### src/design/xhim_pkg.sv
// ----------------------------------------------------------------------------
// xhim_pkg
// Shared types, constants and the XTEA mixing function for the handle id
// mixer.
// ----------------------------------------------------------------------------
package xhim_pkg;

    localparam int WORD_W    = 32;
    localparam int KEYS      = 4;
    localparam int CFG_IDX_W = 8;

    localparam logic [WORD_W-1:0] MIX_DELTA = 32'h9E3779B9;

    // register indexes of the configuration port
    localparam logic [CFG_IDX_W-1:0] REG_KEY_WORD_0 = 8'd0;
    localparam logic [CFG_IDX_W-1:0] REG_KEY_WORD_1 = 8'd1;
    localparam logic [CFG_IDX_W-1:0] REG_KEY_WORD_2 = 8'd2;
    localparam logic [CFG_IDX_W-1:0] REG_KEY_WORD_3 = 8'd3;

    typedef logic [KEYS-1:0][WORD_W-1:0] t_key;

    typedef struct packed {
        logic [WORD_W-1:0] c;
        logic [WORD_W-1:0] b;
        logic [WORD_W-1:0] a;
    } t_words;

    function automatic logic [WORD_W-1:0] mix_f(input logic [WORD_W-1:0] v);
        return ((v << 4) ^ (v >> 5)) + v;
    endfunction

endpackage

### src/design/xhim_key_regs.sv
// ----------------------------------------------------------------------------
// xhim_key_regs
// Holds the four 32-bit key words, written through the configuration channel.
// ----------------------------------------------------------------------------
module xhim_key_regs (
    input  logic                           i_clk,
    input  logic                           i_rst_n,
    input  logic                           i_cfg_valid,
    output logic                           o_cfg_ready,
    input  logic [xhim_pkg::CFG_IDX_W-1:0] i_cfg_index,
    input  logic [xhim_pkg::WORD_W-1:0]    i_cfg_data,
    output xhim_pkg::t_key                 o_key
);

    xhim_pkg::t_key r_key;
    xhim_pkg::t_key n_key;
    logic           w_hit;

    assign o_cfg_ready = 1'b1;
    // drop writes beyond the last key word
    assign w_hit = i_cfg_valid && (i_cfg_index <= xhim_pkg::REG_KEY_WORD_3);

    always_comb begin
        n_key = r_key;
        if (w_hit) begin
            n_key[i_cfg_index[1:0]] = i_cfg_data;
        end
    end

    always_ff @(posedge i_clk) begin
        if (!i_rst_n) begin
            r_key <= '0;
        end else begin
            r_key <= n_key;
        end
    end

    assign o_key = r_key;

    a_key_written: assert property (@(posedge i_clk) disable iff (!i_rst_n)
        w_hit |=> r_key[$past(i_cfg_index[1:0])] == $past(i_cfg_data))
        else $error("key word not updated by config write");

    a_key_ignored: assert property (@(posedge i_clk) disable iff (!i_rst_n)
        (i_cfg_valid && (i_cfg_index > xhim_pkg::REG_KEY_WORD_3)) |=> $stable(r_key))
        else $error("out-of-range config write changed the key");

    a_key_idle: assert property (@(posedge i_clk) disable iff (!i_rst_n)
        !i_cfg_valid |=> $stable(r_key))
        else $error("key changed without a config write");

endmodule

### config.mk
export PLATFORM = sky130hd
export DESIGN_NAME = xhim_key_regs
export DESIGN_NICKNAME = d
export VERILOG_FILES = /design/src/design/xhim_pkg.sv /design/src/design/xhim_key_regs.sv
export SDC_FILE = /design/constraint.sdc
export NUM_CORES = 1
export LEC_CHECK = 0
export ABC_AREA = 1
export ABC_CLOCK_PERIOD_IN_PS = 2000
export BUFFER_PORTS_ARGS = -buffer_cell sky130_fd_sc_hd__buf_2
export CORE_MARGIN = 2
export CORE_UTILIZATION = 55
export DETAILED_ROUTE_END_ITERATION = 6
export PLACE_DENSITY = 0.85
export SETUP_SLACK_MARGIN = 0.5
export SLEW_MARGIN = 20
export SYNTH_ARGS = -nofsm -noshare
export SYNTH_HDL_FRONTEND = slang
export SYNTH_SLANG_ARGS = --single-unit
### constraint.sdc
create_clock -name i_clk -period 2 [get_ports i_clk]
set_input_delay 0.4 -clock i_clk [delete_from_list [all_inputs] [get_ports i_clk]]
set_output_delay 0.4 -clock i_clk [all_outputs]
set_load 0.05 [all_outputs]
==> results of run 1 <==
==> logic make-up after synthesis <==
group	after synthesis	synth area share
DFF	128	0.475
other	1	0.000695
and+or+nand+nor	393	0.307
AOI/OAI and AO/OA	128	0.119
buffers and inverters	104	0.0986
==> cell type report <==
| cell class | count | area, µm² | share of cell area |
|---|---|---|---|
| multi-input combinational | 522 | 2310 | 0.317 |
| sequential | 128 | 2570 | 0.352 |
| clock inverter | 11 | 154 | 0.0211 |
| timing repair buffer | 187 | 1490 | 0.205 |
| clock buffer | 21 | 459 | 0.0630 |
| inverter | 37 | 139 | 0.0191 |
| tap | 133 | 166 | 0.0228 |
==> worst reg2reg max path, stage by stage (launching register included) <==
cell,delay [ns]
dfxtp_1,0.33
a21oi_1,0.15
nor2_1,0.07
==> metrics by stage <==
step                      setup WS [ns]  cell area (µm²)  cells   util
after global routing              0.488             7290   1039  0.756
after detailed placement          0.379             6250   1007  0.648
after global placement            0.410             6250   1007  0.648
after CTS                         0.458             7210   1039  0.748
final                             0.506             7290   1039  0.756
after floorplan                   0.718             5400    754      -
==> metal layers <==
metal / global-route usage / part of all wire / vias to the layer above
li1: - / - / 2720
met4: 0.0982 / 0.016 / 0
met3: 0.0739 / 0.065 / 19
met5: 0 / 0 / -
met1: 0.350 / 0.43 / 2536
met2: 0.449 / 0.49 / 170
==> worst max-delay path by stage <==
stage	start	slack, ns	cells after the start	to
global route	o_key[105]	0.49	1	o_key[105]
global placement	i_cfg_index[6]	0.41	9	o_key[50]
finish	o_key[3]	0.51	1	o_key[3]
floorplan	i_cfg_index[4]	0.72	8	o_key[0]
CTS	o_key[3]	0.46	1	o_key[3]
detailed placement	i_cfg_index[6]	0.38	9	o_key[116]
==> cell usage in the layout (no fill, tap or decap), drive strengths merged <==
master | netlist | layout
a21oi | 128 | 128
buf | 53 | 187
bufinv | 0 | 3
clkbuf | 14 | 21
clkinv | 0 | 4
clkinvlp | 0 | 2
conb | 1 | 1
dfxtp | 128 | 128
inv | 37 | 39
nand2 | 130 | 130
nand3 | 129 | 129
nor2 | 134 | 134
==> repair_timing <==
item                                    4_1_cts  5_1_grt
hold buffers                                  0        0
gates resized for setup                     136       23
endpoints found under the setup margin      128       23
==> power groups by stage <==
stage | clock network [mW] | registers [mW] | logic, mW
floorplan | 0 | 2.63 | 0.228
CTS | 3.20 | 2.56 | 0.361
global route | 3.31 | 2.56 | 0.407
finish | 3.16 | 2.56 | 0.367
detailed placement | 0 | 2.61 | 0.356
global placement | 0 | 2.61 | 0.353
==> results.toml, run 1 <==
[routing]
antenna_left = 0
totalWireLength_um = 14500
drtPass1Iterations = 5
vias_per_cell = 5.24
drt-initial-drc-count = 194
num_vias = 5445
drcViolationCount = 0
wire_per_inst_um = 14.0

[synth]
syn_inst = 754
yosysTopAreaCell = "dfxtp_1"
ys_warn_count = 0
yosysSeqAreaShare = 0.475
synth.top_cells.by_area = "dfxtp_1 47%, nand3_1 12%, a21oi_1 12%, nand2_1 9.0%, nor2_1 9.0%"
syn_area_um2 = 5400
ys_ff_latch = 128
synth_top_cell_area_share = 0.475
synthTopCellsByCount = "130 x nand2_1, 130 x nor2_1, 129 x nand3_1"
ys.flop_type = "dfxtp_1"
synth_edf_count = 0
netlist-cell-type-count = 13
postSynthAreaPerCell_um2 = 7.16
syn_nets = 797
synthArstFlopShare = 0

[power_and_ir_drop]
vdd_ir_drop_max_uv = 468
p_clk_frac = 0.519
p_leak_nw = 3.33
p_sw_mw = 1.41
switching_share = 0.232
power_mw = 6.09
internal_power_mw = 4.67
power_density_nw_per_um2 = 835
seqPwrFrac = 0.420
p_comb_frac = 0.060

[place]
io_buffers = 170
dp_hpwl_um = 8850
place.gp.congestion = 0.794

[worst_setup_path]
worstSetupPathType = "flop to output port"
setup.worst_path.end_class = "output port"
r2r_start = "o_key[94]"
worstPathArrival_ns = 1.09
critPathBufInv = 1
path_max_fanout = 2
worstSetupStartpointType = "flop"
required_ns = 1.60
r2r_slack_ns = 1.34
reg2reg_to = "o_key[94]"
crit_slowest_cell = "dfxtp_1"
crit_chain = "buf_6"
max_stage_delay_ns = 0.40
r2r_cells = 2
cpLargestDelayFamily = "flip-flops"

[clock_tree]
post_cts_buffers = 0
cts_buffers = 17
clock-root-buffer = "clkbuf_8"
cts_max_level = 4
clk_pin_slew_ns = 0.06
clkSinkCount = 128
cts_tree = "done"
insertion_delay_ns = 0.51
cts_buffer_depth = 2

[floorplanning]
start_util = 0.560
dieHeight_um = 103
std_cell_rows = 36
die_w_um = 103
fp.coreArea_um2 = 9640
ios = 172
dieArea_um2 = 10600

[hold_path]
hold-path-cell-count = 5
hp-class = "input port to flop"
hp-start = "i_cfg_data[31]"
min_to = "o_key[31]"

[finish]
largest_reg_flops = 128
area_growth_pct = 35.1
fin_nets = 936
drive_above_1_share = 0.249
n_fill_cell = 766
antennaDiodeCount = 0

[grt]
antenna_found_initial = 0
grtUsageTotal = 0.274
grt_pass1_vias = 4872
grt_pass1_wl_um = 23000
grt.overflow.total = 0
grt_max_degree = 109

[outcome]
status = "completed"

[run]
max-cap-violations = 0

[timing]
drv_slew = 0
rsz0062_at_grt = "yes"
fmax_ghz = 0.669
setup_viol_count_final = 0
timing.hold.ws_ns = 0.254
setup-tns-final_ns = 0
finClkSkew_ns = 0
hold_violations = 0
layout_min_cycle_time_ns = 1.49
period_share = 0.747
Power figures use the tool's default switching activity.
==> run 2, diff against run 1 <==
- ABC_CLOCK_PERIOD_IN_PS: 2000 -> 1500
- CORE_UTILIZATION: 55 -> 51
- PLACE_DENSITY: 0.85 -> 0.8
- clock period: 2 -> 1.5 ns (I/O delays scaled with it)
==> run 2 against run 1 <==
Compared with the run above:
- clock skew is the same
- hold slack worse by 0.090 ns
- critical path depth is the same
- sequential share of layout area shrank 4.0 points
- wire length grew 29%
- largest power group unchanged
- highest routed layer unchanged
==> results.toml, run 2 (synthesis gave the netlist of run 1 again) <==
[outcome]
status = "completed"

[hold_path]
hp-start = "i_rst_n"
hold-path-cell-count = 3
hp-class = "input port to flop"

[worst_setup_path]
required_ns = 1.20
worstSetupPathType = "flop to output port"
path_max_fanout = 2
setup.worst_path.end_class = "output port"
critPathBufInv = 1
r2r_start = "o_key[54]"
worstSetupStartpointType = "flop"
worstPathArrival_ns = 1.04
cpLargestDelayFamily = "flip-flops"
r2r_cells = 4
max_stage_delay_ns = 0.37
crit_slowest_cell = "dfxtp_2"
crit_chain = "buf_8"
startpoint = "o_key[108]"
cp.depth = 1

[power_and_ir_drop]
p_leak_nw = 3.85
vdd_ir_drop_max_uv = 598
power_density_nw_per_um2 = 931

[clock_tree]
clkSinkCount = 128
insertion_delay_ns = 0.51
clk_pin_slew_ns = 0.06
cts_buffers = 17
clock-root-buffer = "clkbuf_8"
cts_tree = "done"
cts_buffer_depth = 2
cts_max_level = 4

[timing]
rsz0062_at_grt = "yes"
hold_violations = 0
period_share = 0.895
drv_slew = 0
finClkSkew_ns = 0
timing.final.ws_setup_ns = 0.158
setup-tns-final_ns = 0
setup_viol_count_final = 0
fmax_ghz = 0.745
timing.hold.ws_ns = 0.164
layout_min_cycle_time_ns = 1.34

[finish]
final_common_cell = "nand2_1"
finalInstanceArea_um2 = 8770
antennaDiodeCount = 0
area_growth_pct = 62.6
final_cell_mix = "129 x nand2_1, 128 x a21oi_1, 128 x nor2_1"
largest_reg_flops = 128
drive_above_1_share = 0.435
fin_nets = 980
final_core_util = 0.854

[routing]
drcViolationCount = 0
drtPass1Iterations = 6
antenna_left = 0
wire_per_inst_um = 17.3
vias_per_cell = 5.53
totalWireLength_um = 18800
drt-initial-drc-count = 444
num_vias = 6005

[grt]
antenna_found_initial = 0
grt.overflow.total = 0
grt_max_degree = 53
grt_pass1_wl_um = 27100
grt_pass1_vias = 5446
grtUsageTotal = 0.299

[place]
placed_cell_area_um2 = 6550
place.gp.congestion = 0.754
dp_hpwl_um = 9050
io_buffers = 170
place_ws_ns = 0.0846

[floorplanning]
start_util = 0.525
std_cell_rows = 37
dieArea_um2 = 11400
fp.coreArea_um2 = 10300
dieHeight_um = 107
ios = 172
die_w_um = 107

[run]
max-cap-violations = 0
run 2: metal layers:
layer	routed length, µm	vias to the layer above	track usage
met4	421	0	0.122
met2	9980	335	0.520
met5	0	-	0
met3	1360	45	0.0742
li1	-	2812	-
met1	7000	2813	0.352
run 2: final timing paths:
check	slack, ns	to
worst max register to register	0.63	o_key[54]
worst min register to register	0.49	o_key[66]
worst min-delay path	0.16	o_key[37]
worst max-delay path	0.16	o_key[108]
run 2: what timing repair did:
item | in CTS | in global routing
pin swaps | 0 | 0
hold buffers | 0 | 0
setup endpoints to repair | 128 | 128
resized for setup | 466 | 36
buffers inserted | 11 | 19
endpoints found under the hold margin | 0 | 0
run 2: power by group:
part	total [mW]	switching (mW)	internal, mW	leakage [nW]
Combinational	0.565	0.384	0.181	2.46
Sequential	3.41	0.00784	3.40	1.10
Clock	4.20	1.60	2.60	0.297
run 2: area by class of cell:
class | instances | area, µm²
clock buffer | 18 | 428
clock inverter | 14 | 178
fill | 508 | 1500
inverter | 37 | 139
multi-input combinational | 522 | 2390
sequential | 128 | 2740
tap | 136 | 170
timing repair buffer | 231 | 2740
run 2: through the flow:
stage	cells	power (mW)
detailed placement	1024	4.00
finish	1086	8.17
global route	1086	8.41
global placement	1024	4.00
CTS	1067	8.17
floorplan	754	3.83
