<file path="config.mk">
export PLATFORM = sky130hd
export DESIGN_NAME = xhim_half_round
export DESIGN_NICKNAME = d
export VERILOG_FILES = /design/src/design/xhim_pkg.sv /design/src/design/xhim_half_round.sv
export SDC_FILE = /design/constraint.sdc
export NUM_CORES = 1
export LEC_CHECK = 0
export BUFFER_PORTS_ARGS = -buffer_cell sky130_fd_sc_hd__buf_4
export CELL_PAD_IN_SITES_DETAIL_PLACEMENT = 1
export CELL_PAD_IN_SITES_GLOBAL_PLACEMENT = 1
export CORE_ASPECT_RATIO = 0.8
export CORE_MARGIN = 2
export CORE_UTILIZATION = 35
export CTS_CLUSTER_DIAMETER = 150
export DETAILED_ROUTE_END_ITERATION = 12
export PLACE_DENSITY = 0.84
export RECOVER_POWER = 100
export REMOVE_ABC_BUFFERS = 1
export SLEW_MARGIN = 10
export SYNTH_ARGS = -nofsm -noshare
export SYNTH_HDL_FRONTEND = slang
export SYNTH_SLANG_ARGS = --single-unit
</file>
<file path="constraint.sdc">
create_clock -name i_clk -period 5.1 [get_ports i_clk]
set_input_delay 0.51 -clock i_clk [delete_from_list [all_inputs] [get_ports i_clk]]
set_output_delay 0.51 -clock i_clk [all_outputs]
set_load 0.01 [all_outputs]
</file>
<file path="src/design/xhim_pkg.sv">
// ----------------------------------------------------------------------------
// xhim_pkg
// Shared types, constants and the XTEA mixing function for the handle id
// mixer.
// ----------------------------------------------------------------------------
package xhim_pkg;

    localparam int WORD_W    = 32;
    localparam int KEYS      = 4;
    localparam int CFG_IDX_W = 8;

    localparam logic [WORD_W-1:0] MIX_DELTA = 32'h9E3779B9;

    // register indexes of the configuration port
    localparam logic [CFG_IDX_W-1:0] REG_KEY_WORD_0 = 8'd0;
    localparam logic [CFG_IDX_W-1:0] REG_KEY_WORD_1 = 8'd1;
    localparam logic [CFG_IDX_W-1:0] REG_KEY_WORD_2 = 8'd2;
    localparam logic [CFG_IDX_W-1:0] REG_KEY_WORD_3 = 8'd3;

    typedef logic [KEYS-1:0][WORD_W-1:0] t_key;

    typedef struct packed {
        logic [WORD_W-1:0] c;
        logic [WORD_W-1:0] b;
        logic [WORD_W-1:0] a;
    } t_words;

    function automatic logic [WORD_W-1:0] mix_f(input logic [WORD_W-1:0] v);
        return ((v << 4) ^ (v >> 5)) + v;
    endfunction

endpackage

</file>
<file path="src/design/xhim_half_round.sv">
// ----------------------------------------------------------------------------
// xhim_half_round
// One pipeline stage: one half of an XTEA cycle with its running sum and key
// word fixed by the stage position.
// ----------------------------------------------------------------------------
module xhim_half_round #(
    parameter int STAGE           = 0,
    parameter int CYCLES_PER_PASS = 32
) (
    input  logic             i_clk,
    input  logic             i_rst_n,
    input  logic             i_en,
    input  logic             i_valid,
    input  xhim_pkg::t_words i_words,
    input  xhim_pkg::t_key   i_key,
    output logic             o_valid,
    output xhim_pkg::t_words o_words
);

    localparam int ROUND   = STAGE / 2;
    localparam int HALF    = STAGE % 2;
    localparam int PASS    = ROUND / CYCLES_PER_PASS;
    localparam int SUM_IDX = ROUND + HALF;
    localparam longint SUM_FULL = longint'(SUM_IDX) * longint'(xhim_pkg::MIX_DELTA);
    localparam logic [xhim_pkg::WORD_W-1:0] SUM = SUM_FULL[xhim_pkg::WORD_W-1:0];
    localparam logic [1:0] KEY_SEL = (HALF == 0) ? SUM[1:0] : SUM[12:11];

    logic                        r_valid;
    xhim_pkg::t_words            r_words;
    xhim_pkg::t_words            n_words;
    logic [xhim_pkg::WORD_W-1:0] w_keyed;
    logic [xhim_pkg::WORD_W-1:0] w_y;
    logic [xhim_pkg::WORD_W-1:0] w_y_new;

    // the user must keep the key static while items are in flight; this block does not enforce it
    assign w_keyed = SUM + i_key[KEY_SEL];

    always_comb begin
        n_words = i_words;
        w_y     = (PASS == 0) ? i_words.a : i_words.c;
        w_y_new = w_y + (xhim_pkg::mix_f(i_words.b) ^ w_keyed);
        if (HALF == 0) begin
            if (PASS == 0) begin
                n_words.a = w_y_new;
            end else begin
                n_words.c = w_y_new;
            end
        end else begin
            n_words.b = i_words.b + (xhim_pkg::mix_f(w_y) ^ w_keyed);
        end
    end

    always_ff @(posedge i_clk) begin
        if (!i_rst_n) begin
            r_valid <= 1'b0;
        end else if (i_en) begin
            r_valid <= i_valid;
        end
    end

    always_ff @(posedge i_clk) begin
        if (i_en) begin
            r_words <= n_words;
        end
    end

    assign o_valid = r_valid;
    assign o_words = r_words;

endmodule

</file>
==> metrics.md, run 1 <==
| Metric | Value |
|---|---|
| Crit Path Class | `in2reg` |
| Leakage | `roughly 3.5 nW` |
| Post-synth EDFFs | `between 90 and 100` |
| Syn. warnings | `0` |
| DRT Wirelength | `around 20 mm` |
| Cell Area, Synth | `roughly 6700 um2` |
| Initial Utilization | `~36%` |
| Worst hold path startpoint | `i_words[85]` |
| Post-CTS setup buffer count | `0` |
| Crit-path max FO | `5` |
| Fin. max-slew vios | `51` |
| Die Ht | `128 um` |
| Core Region | `approximately 19000 um2` |
| Failing checks | `capacitance limit, slew limit` |
| Worst Hold Endpoint | `o_words[85]$_DFFE_PP_` |
| Commonest cells after routing, fill and taps aside | `127 x clkbuf_1, 96 x edfxtp_1, 76 x buf_4` |
| Max_slew headroom | `-83.4%` |
| Clock skew | `0 ns` |
| ANT cells | `0` |
| Largest family of logic cells by synthesized area | `compound AO/OA/AOI/OAI gates` |
| Max Cap Violations | `1` |
| Final setup violation count | `0` |
| Root buf cell | `clkbuf_16` |
| Status | `complete, but fails checks` |
| CTS tree | `built` |
| # DRC | `0` |
| Worst Setup SP | `i_words[42]` |
| Reg-to-reg endpoint | `o_valid$_SDFFE_PN0P_` |
| Placed cells | `between 1000 and 1500` |
| Resized cells post-CTS | `0` |
| Post-synthesis mux area share | `less than 1%` |
| Flops & latches, synth | `97` |
| 1st-iter DRT viols | `about 310` |
| Post-synthesis compound-gate area fraction | `between 10% and 20%` |
| IO buf count | `approximately 230` |
| Non-Filler Instances | `around 1100` |
| Via count of the routed design | `around 5600` |
| Min Clock Period, post-route | `about 4.7 ns` |
| Initial antenna violation count | `0` |
| Seq/Total Area, Yosys | `roughly 43%` |
| Commonest non-fill, non-tap cell in the layout | `clkbuf_1` |
| Fmax | `between 200 and 250 MHz` |
| Total power | `roughly 3.5 mW` |
| Worst min path class | `in2reg` |
| Vias per Instance | `5.05` |
| Post-Syn Instances | `slightly above 600` |
| First-pass DRT Iterations | `4` |
| Adder-cell share of the synthesized area | `approximately 13%` |
| GRT Residual Overflow | `0` |
| Pwr per Cell Area | `~400 nW/um2` |
| R2r setup slk | `roughly 4.5 ns` |
| First-pass GRT wire length | `approximately 32 mm` |
| WP data required | `between 5 and 6 ns` |
| Vias in the first global route | `between 5000 and 6000` |
| Final hold vios | `0` |
| Fraction of registers with async set or reset after synthesis | `0%` |
| Number of I/O pins | `~330` |
| CTS Buf Count | `9` |
| Worst R2R Start | `o_valid$_SDFFE_PN0P_` |
| WHS Path Cells | `1` |
| Setup crit end kind | `flip-flop` |
| Die W | `159 um` |
| Clk pin slew, worst setup/hold paths | `0.07 ns` |
| Net count, final | `1143` |
| Period utilisation layout | `a little over 90%` |
| CTS max path bufs | `2` |
| Share of cells above drive strength 1 | `about 16%` |
| CTS H-tree lvls | `3` |
| Maximum VDD drop | `roughly 250 uV` |
| # clock sinks | `slightly below 100` |
| Routed Antenna Nets | `0` |
| Worst slew pin tran | `roughly 2.8 ns` |
| RSZ-0062 raised after global routing | `no` |
| Row count | `45` |
| Crit path launch type | `input pin` |
| Clock Latency Late Sink | `0.34 ns` |
| Avg WL per Cell | `18.5 um` |
| Synth cell types | `64` |
| Post-DP HPWL | `between 15 and 20 mm` |
| Area delta synth->final | `27.4%` |
| Xor/xnor share of the synthesized area | `between 10% and 20%` |
| Reg2reg path depth | `2` |
| GRT Util Overall | `just over 20%` |
| Final TNS setup | `0 ns` |
| CP arrival | `about 4.8 ns` |
| Die area | `slightly above 20000 um2` |
| Largest net degree at the start of global routing | `51` |
| Ys flop type | `edfxtp_1` |
| Mean Syn Cell Area | `~11 um2` |
| CTS Hold Buffers Added | `0` |
| Routability Congestion | `0.890` |
| Simple-Gate Fraction of Synth Area | `9.58%` |
## state kept, by name (all words and copies together), names as in the netlist
name	cells
o_words	96
o_valid	1
## routing by layer
metal / routed length [um] / vias up / global-route usage [%] / part of all wire (%)
li1: - / 2752 / - / -
met1: 9850 / 2660 / 27.7 / 48
met2: 9320 / 156 / 32.2 / 45
met3: 1070 / 16 / 4.82 / 5.2
met4: 253 / 0 / 4.97 / 1.2
met5: 0 / - / 0 / 0
## worst max-delay path by stage
stage,to,slack [ns],depth (start not counted)
detailed placement,o_words[31]$_DFFE_PP_,0.1,23
global route,o_words[31]$_DFFE_PP_,0.06,23
CTS,o_words[29]$_DFFE_PP_,0.46,21
global placement,o_words[31]$_DFFE_PP_,0.18,23
finish,o_words[31]$_DFFE_PP_,0.38,23
floorplan,o_words[28]$_DFFE_PP_,0.70,21
## synthesized netlist by cell type (all sizes together) (8+ instances only)
cell / instances / area, um2
edfxtp: 96 / 2880
ha: 69 / 863
xnor2: 60 / 526
a21oi: 51 / 263
xor2: 50 / 438
nand2: 46 / 175
nor2: 32 / 120
o21ai: 30 / 158
a21o: 25 / 188
nand3: 14 / 70.1
inv: 13 / 48.8
a211oi: 9 / 67.6
o21a: 9 / 68.8
nor3: 8 / 40.0
## critical path, stage by stage
cell and delay, ns:
clkbuf_1 0.30, xor2_1 0.16, ha_1 0.26, a21oi_1 0.24, o211ai_1 0.16, a221oi_2 0.35
a21oi_1 0.12, o21ai_1 0.12, nand2b_1 0.09, a21o_1 0.19, a21oi_1 0.17, xnor2_1 0.17
ha_1 0.29, buf_4 0.16, inv_1 0.10, o21bai_1 0.09, a21oi_1 0.24, o21ai_0 0.14
o21ai_0 0.10, o21ai_1 0.14, a21o_1 0.21, o311a_1 0.36, xnor2_1 0.14
## where the power goes
| part | internal [mW] | switching (mW) |
|---|---|---|
| clock | 0.382 | 0.306 |
| sequential | 1.11 | 0.0435 |
| combinational | 0.692 | 0.979 |
| total | 2.19 | 1.33 |
## cells by family after synthesis
family,Yosys count
AOI/OAI and AO/OA,170
xor gates and xnor gates,110
adders and majority gates,71
buffers and inverters,18
DFF,97
muxes,2
and+or+nand+nor,136
## through the flow
stage          util [%]  setup slack [ns]  hold slack (ns)  area, um2
2_1_floorplan         -             0.695            0.538       6710
3_3_place_gp       46.4             0.183            0.503       8790
3_5_place_dp       46.4            0.0970            0.510       8790
4_1_cts            48.0             0.458            0.319       9080
5_1_grt            45.3            0.0638            0.333       8580
6_report           45.3             0.375            0.354       8580
## layout make-up
cell class | count | area (um2)
clock buffers | 10 | 229
fillers | 2201 | 10300
flip-flops and latches | 97 | 2900
inverters | 13 | 48.8
well taps | 258 | 323
clock inverters | 5 | 63.8
repair buffers | 234 | 1280
multi-input cells | 489 | 3730
No activity file was read; power rests on OpenSTA's default activity.
==> inputs of run 2 (changes only) <==
--- a/config.mk
+++ b/config.mk
@@ -10,10 +10,10 @@
 export CELL_PAD_IN_SITES_GLOBAL_PLACEMENT = 1
 export CORE_ASPECT_RATIO = 0.8
 export CORE_MARGIN = 2
-export CORE_UTILIZATION = 35
+export CORE_UTILIZATION = 25
 export CTS_CLUSTER_DIAMETER = 150
 export DETAILED_ROUTE_END_ITERATION = 12
-export PLACE_DENSITY = 0.84
+export PLACE_DENSITY = 0.64
 export RECOVER_POWER = 100
 export REMOVE_ABC_BUFFERS = 1
 export SLEW_MARGIN = 10
==> run 2 against run 1 <==
Compared with the run above:
- the flow still finishes with violations (capacitance limit, slew limit)
- critical endpoint is now o_words[20]$_DFFE_PP_
- critical path type unchanged
- cell area increased by 2.1%
- via count fell by 0.64%
- sequential share of layout area decreased by 0.71 points
==> metrics.md, run 2 (synthesized netlist as in run 1, its figures left out) <==
| Metric | Value |
|---|---|
| Largest net degree at the start of global routing | `58 (+14%)` |
| Vias per Instance | `4.59 (-9.2%)` |
| Row count | `53 (+18%)` |
| Die Ht | `151 um (+18%)` |
| CTS H-tree lvls | `3 (unchanged)` |
| Fin. max-slew vios | `58 (+14%)` |
| Net count, final | `1147 (+0.35%)` |
| Crit path launch type | `input pin` |
| Placement Setup Slack | `0.0167 ns (-0.0803 ns)` |
| Final TNS setup | `0 ns (unchanged)` |
| Initial Utilization | `25.5% (-10 points)` |
| Avg WL per Cell | `17.7 um (-4.6%)` |
| RSZ-0062 raised after global routing | `no` |
| Via count of the routed design | `5548 (-0.64%)` |
| Reg2reg path depth | `2 (unchanged)` |
| Failing checks | `capacitance limit, slew limit` |
| First-pass GRT wire length | `32.6 mm (+1.9%)` |
| Fmax | `212 MHz (+0.17%)` |
| CTS Buf Count | `9 (unchanged)` |
| GRT Util Overall | `15.2% (-5.0 points)` |
| Commonest cells after routing, fill and taps aside | `127 x clkbuf_1, 96 x edfxtp_1, 78 x buf_4` |
| Clock skew | `0 ns (unchanged)` |
| CP arrival | `4.82 ns (about the same)` |
| Critical path's largest stage delay | `0.84 ns (+0.48 ns)` |
| Slowest cell on crit path | `a2111oi_0` |
| # DRC | `0 (unchanged)` |
| First-pass DRT Iterations | `4 (unchanged)` |
| Vias in the first global route | `5766 (-2.2%)` |
| 1st-iter DRT viols | `315 (+0.96%)` |
| Max reg flops | `96 (unchanged)` |
| Leakage | `3.52 nW (+1.1%)` |
| Setup slack after layout | `0.383 ns (+0.00797 ns)` |
| Final hold vios | `0 (unchanged)` |
| Max_slew headroom | `-112% (-29 points)` |
| CTS max path bufs | `2 (unchanged)` |
| Status | `complete, but fails checks` |
| Die W | `187 um (+18%)` |
| CTS Hold Buffers Added | `0 (unchanged)` |
| Resized cells post-CTS | `0 (unchanged)` |
| Commonest non-fill, non-tap cell in the layout | `clkbuf_1` |
| Fillers | `3111 (+41%)` |
| CP top delay family | `compound AO/OA/AOI/OAI gates` |
| Worst min path class | `in2reg` |
| Routability Congestion | `0.813 (-8.7%)` |
| # clock sinks | `97 (unchanged)` |
| Critical Path Stages | `18 (-22%)` |
| Die area | `28300 um2 (+39%)` |
| Crit-path max FO | `5 (unchanged)` |
| DRT Wirelength | `21.4 mm (+4.4%)` |
| Crit-path cells | `clkbuf_1 -> ha_1 -> inv_1 -> fa_1 -> and2b_1 -> o21ai_0 -> nand2b_1 -> xnor2_1 -> ha_1 -> a21oi_1 -> o21ai_0 -> a2111oi_0 -> o21ai_2 -> a21o_1 -> a21oi_1 -> nor2_1 -> a221oi_2 -> xnor2_1` |
| Number of I/O pins | `325 (unchanged)` |
| GRT Residual Overflow | `0 (unchanged)` |
| Non-Filler Instances | `1210 (+9.4%)` |
| Total power | `3.57 mW (+1.6%)` |
| Bufs and invs on worst path | `2 (-1)` |
| Post-CTS setup buffer count | `0 (unchanged)` |
| Max Cap Violations | `1 (unchanged)` |
| Worst slew pin tran | `3.18 ns (+0.433 ns)` |
| Maximum VDD drop | `155 uV (-37%)` |
| Clock Latency Late Sink | `0.35 ns (about the same)` |
| Clk pin slew, worst setup/hold paths | `0.07 ns (about the same)` |
| Core Region | `26400 um2 (+40%)` |
| WHS Path Cells | `1 (unchanged)` |
| IO buf count | `228 (unchanged)` |
| Pwr per Cell Area | `408 nW/um2 (-0.56%)` |
| Share of cells above drive strength 1 | `16.4% (+0.28 points)` |
| CTS tree | `built` |
| Setup crit end kind | `flip-flop` |
| Final core utilization | `33.2% (-12 points)` |
| Root buf cell | `clkbuf_16` |
| Final setup violation count | `0 (unchanged)` |
| Area delta synth->final | `30.2%` |
| Min Clock Period, post-route | `4.72 ns (-0.00797 ns)` |
| Post-DP HPWL | `17.7 mm (+5.4%)` |
| Crit Path Class | `in2reg` |
| WP data required | `5.20 ns (about the same)` |
| Placed cells | `1194 (+9.4%)` |
| Period utilisation layout | `92.5% (-0.16 points)` |
| Initial antenna violation count | `2 (+2)` |
| Routed Antenna Nets | `0 (unchanged)` |
-- run 2: per-stage QoR --
stage	hold slack, ns	instance area (um2)
floorplan	0.538	6710
global placement	0.504	8940
detailed placement	0.565	8940
CTS	0.301	9260
global route	0.326	8760
finish	0.345	8760
-- run 2: area by class of cell --
class / instances / area, um2 / area share [%]
clock buffer: 10 / 229 / 2.61
sequential: 97 / 2900 / 33.1
tap: 357 / 447 / 5.10
clock inverter: 5 / 88.8 / 1.01
multi-input combinational: 489 / 3730 / 42.6
timing repair buffer: 238 / 1310 / 15.0
antenna: 1 / 2.50 / 0.0286
inverter: 13 / 48.8 / 0.557
-- run 2: metal layers --
layer / share of wire (%) / up-vias / global-route usage (%)
met4: 0.87 / 2 / 3.54
met1: 48 / 2643 / 20.7
li1: - / 2757 / -
met3: 5.9 / 12 / 4.43
met5: 0.061 / - / 0
met2: 45 / 134 / 23.7
-- run 2: final timing paths --
path	from	endpoint	slack, ns
worst max register to register	o_valid$_SDFFE_PN0P_	o_valid$_SDFFE_PN0P_	4.46
worst min register to register	o_valid$_SDFFE_PN0P_	o_valid$_SDFFE_PN0P_	0.55
worst max-delay path	i_words[32]	o_words[20]$_DFFE_PP_	0.38
worst min-delay path	i_words[72]	o_words[72]$_DFFE_PP_	0.34
-- run 2: power by group --
part           internal, mW  switching [mW]  total [mW]
Combinational         0.699           0.967        1.67
Clock                 0.434           0.316       0.750
Sequential             1.11          0.0409        1.15
-- run 2: worst register-to-register path, stage by stage, from the launching register on --
cell and delay (ns):
dfxtp_1 0.34, mux2i_1 0.07, nor2b_1 0.16
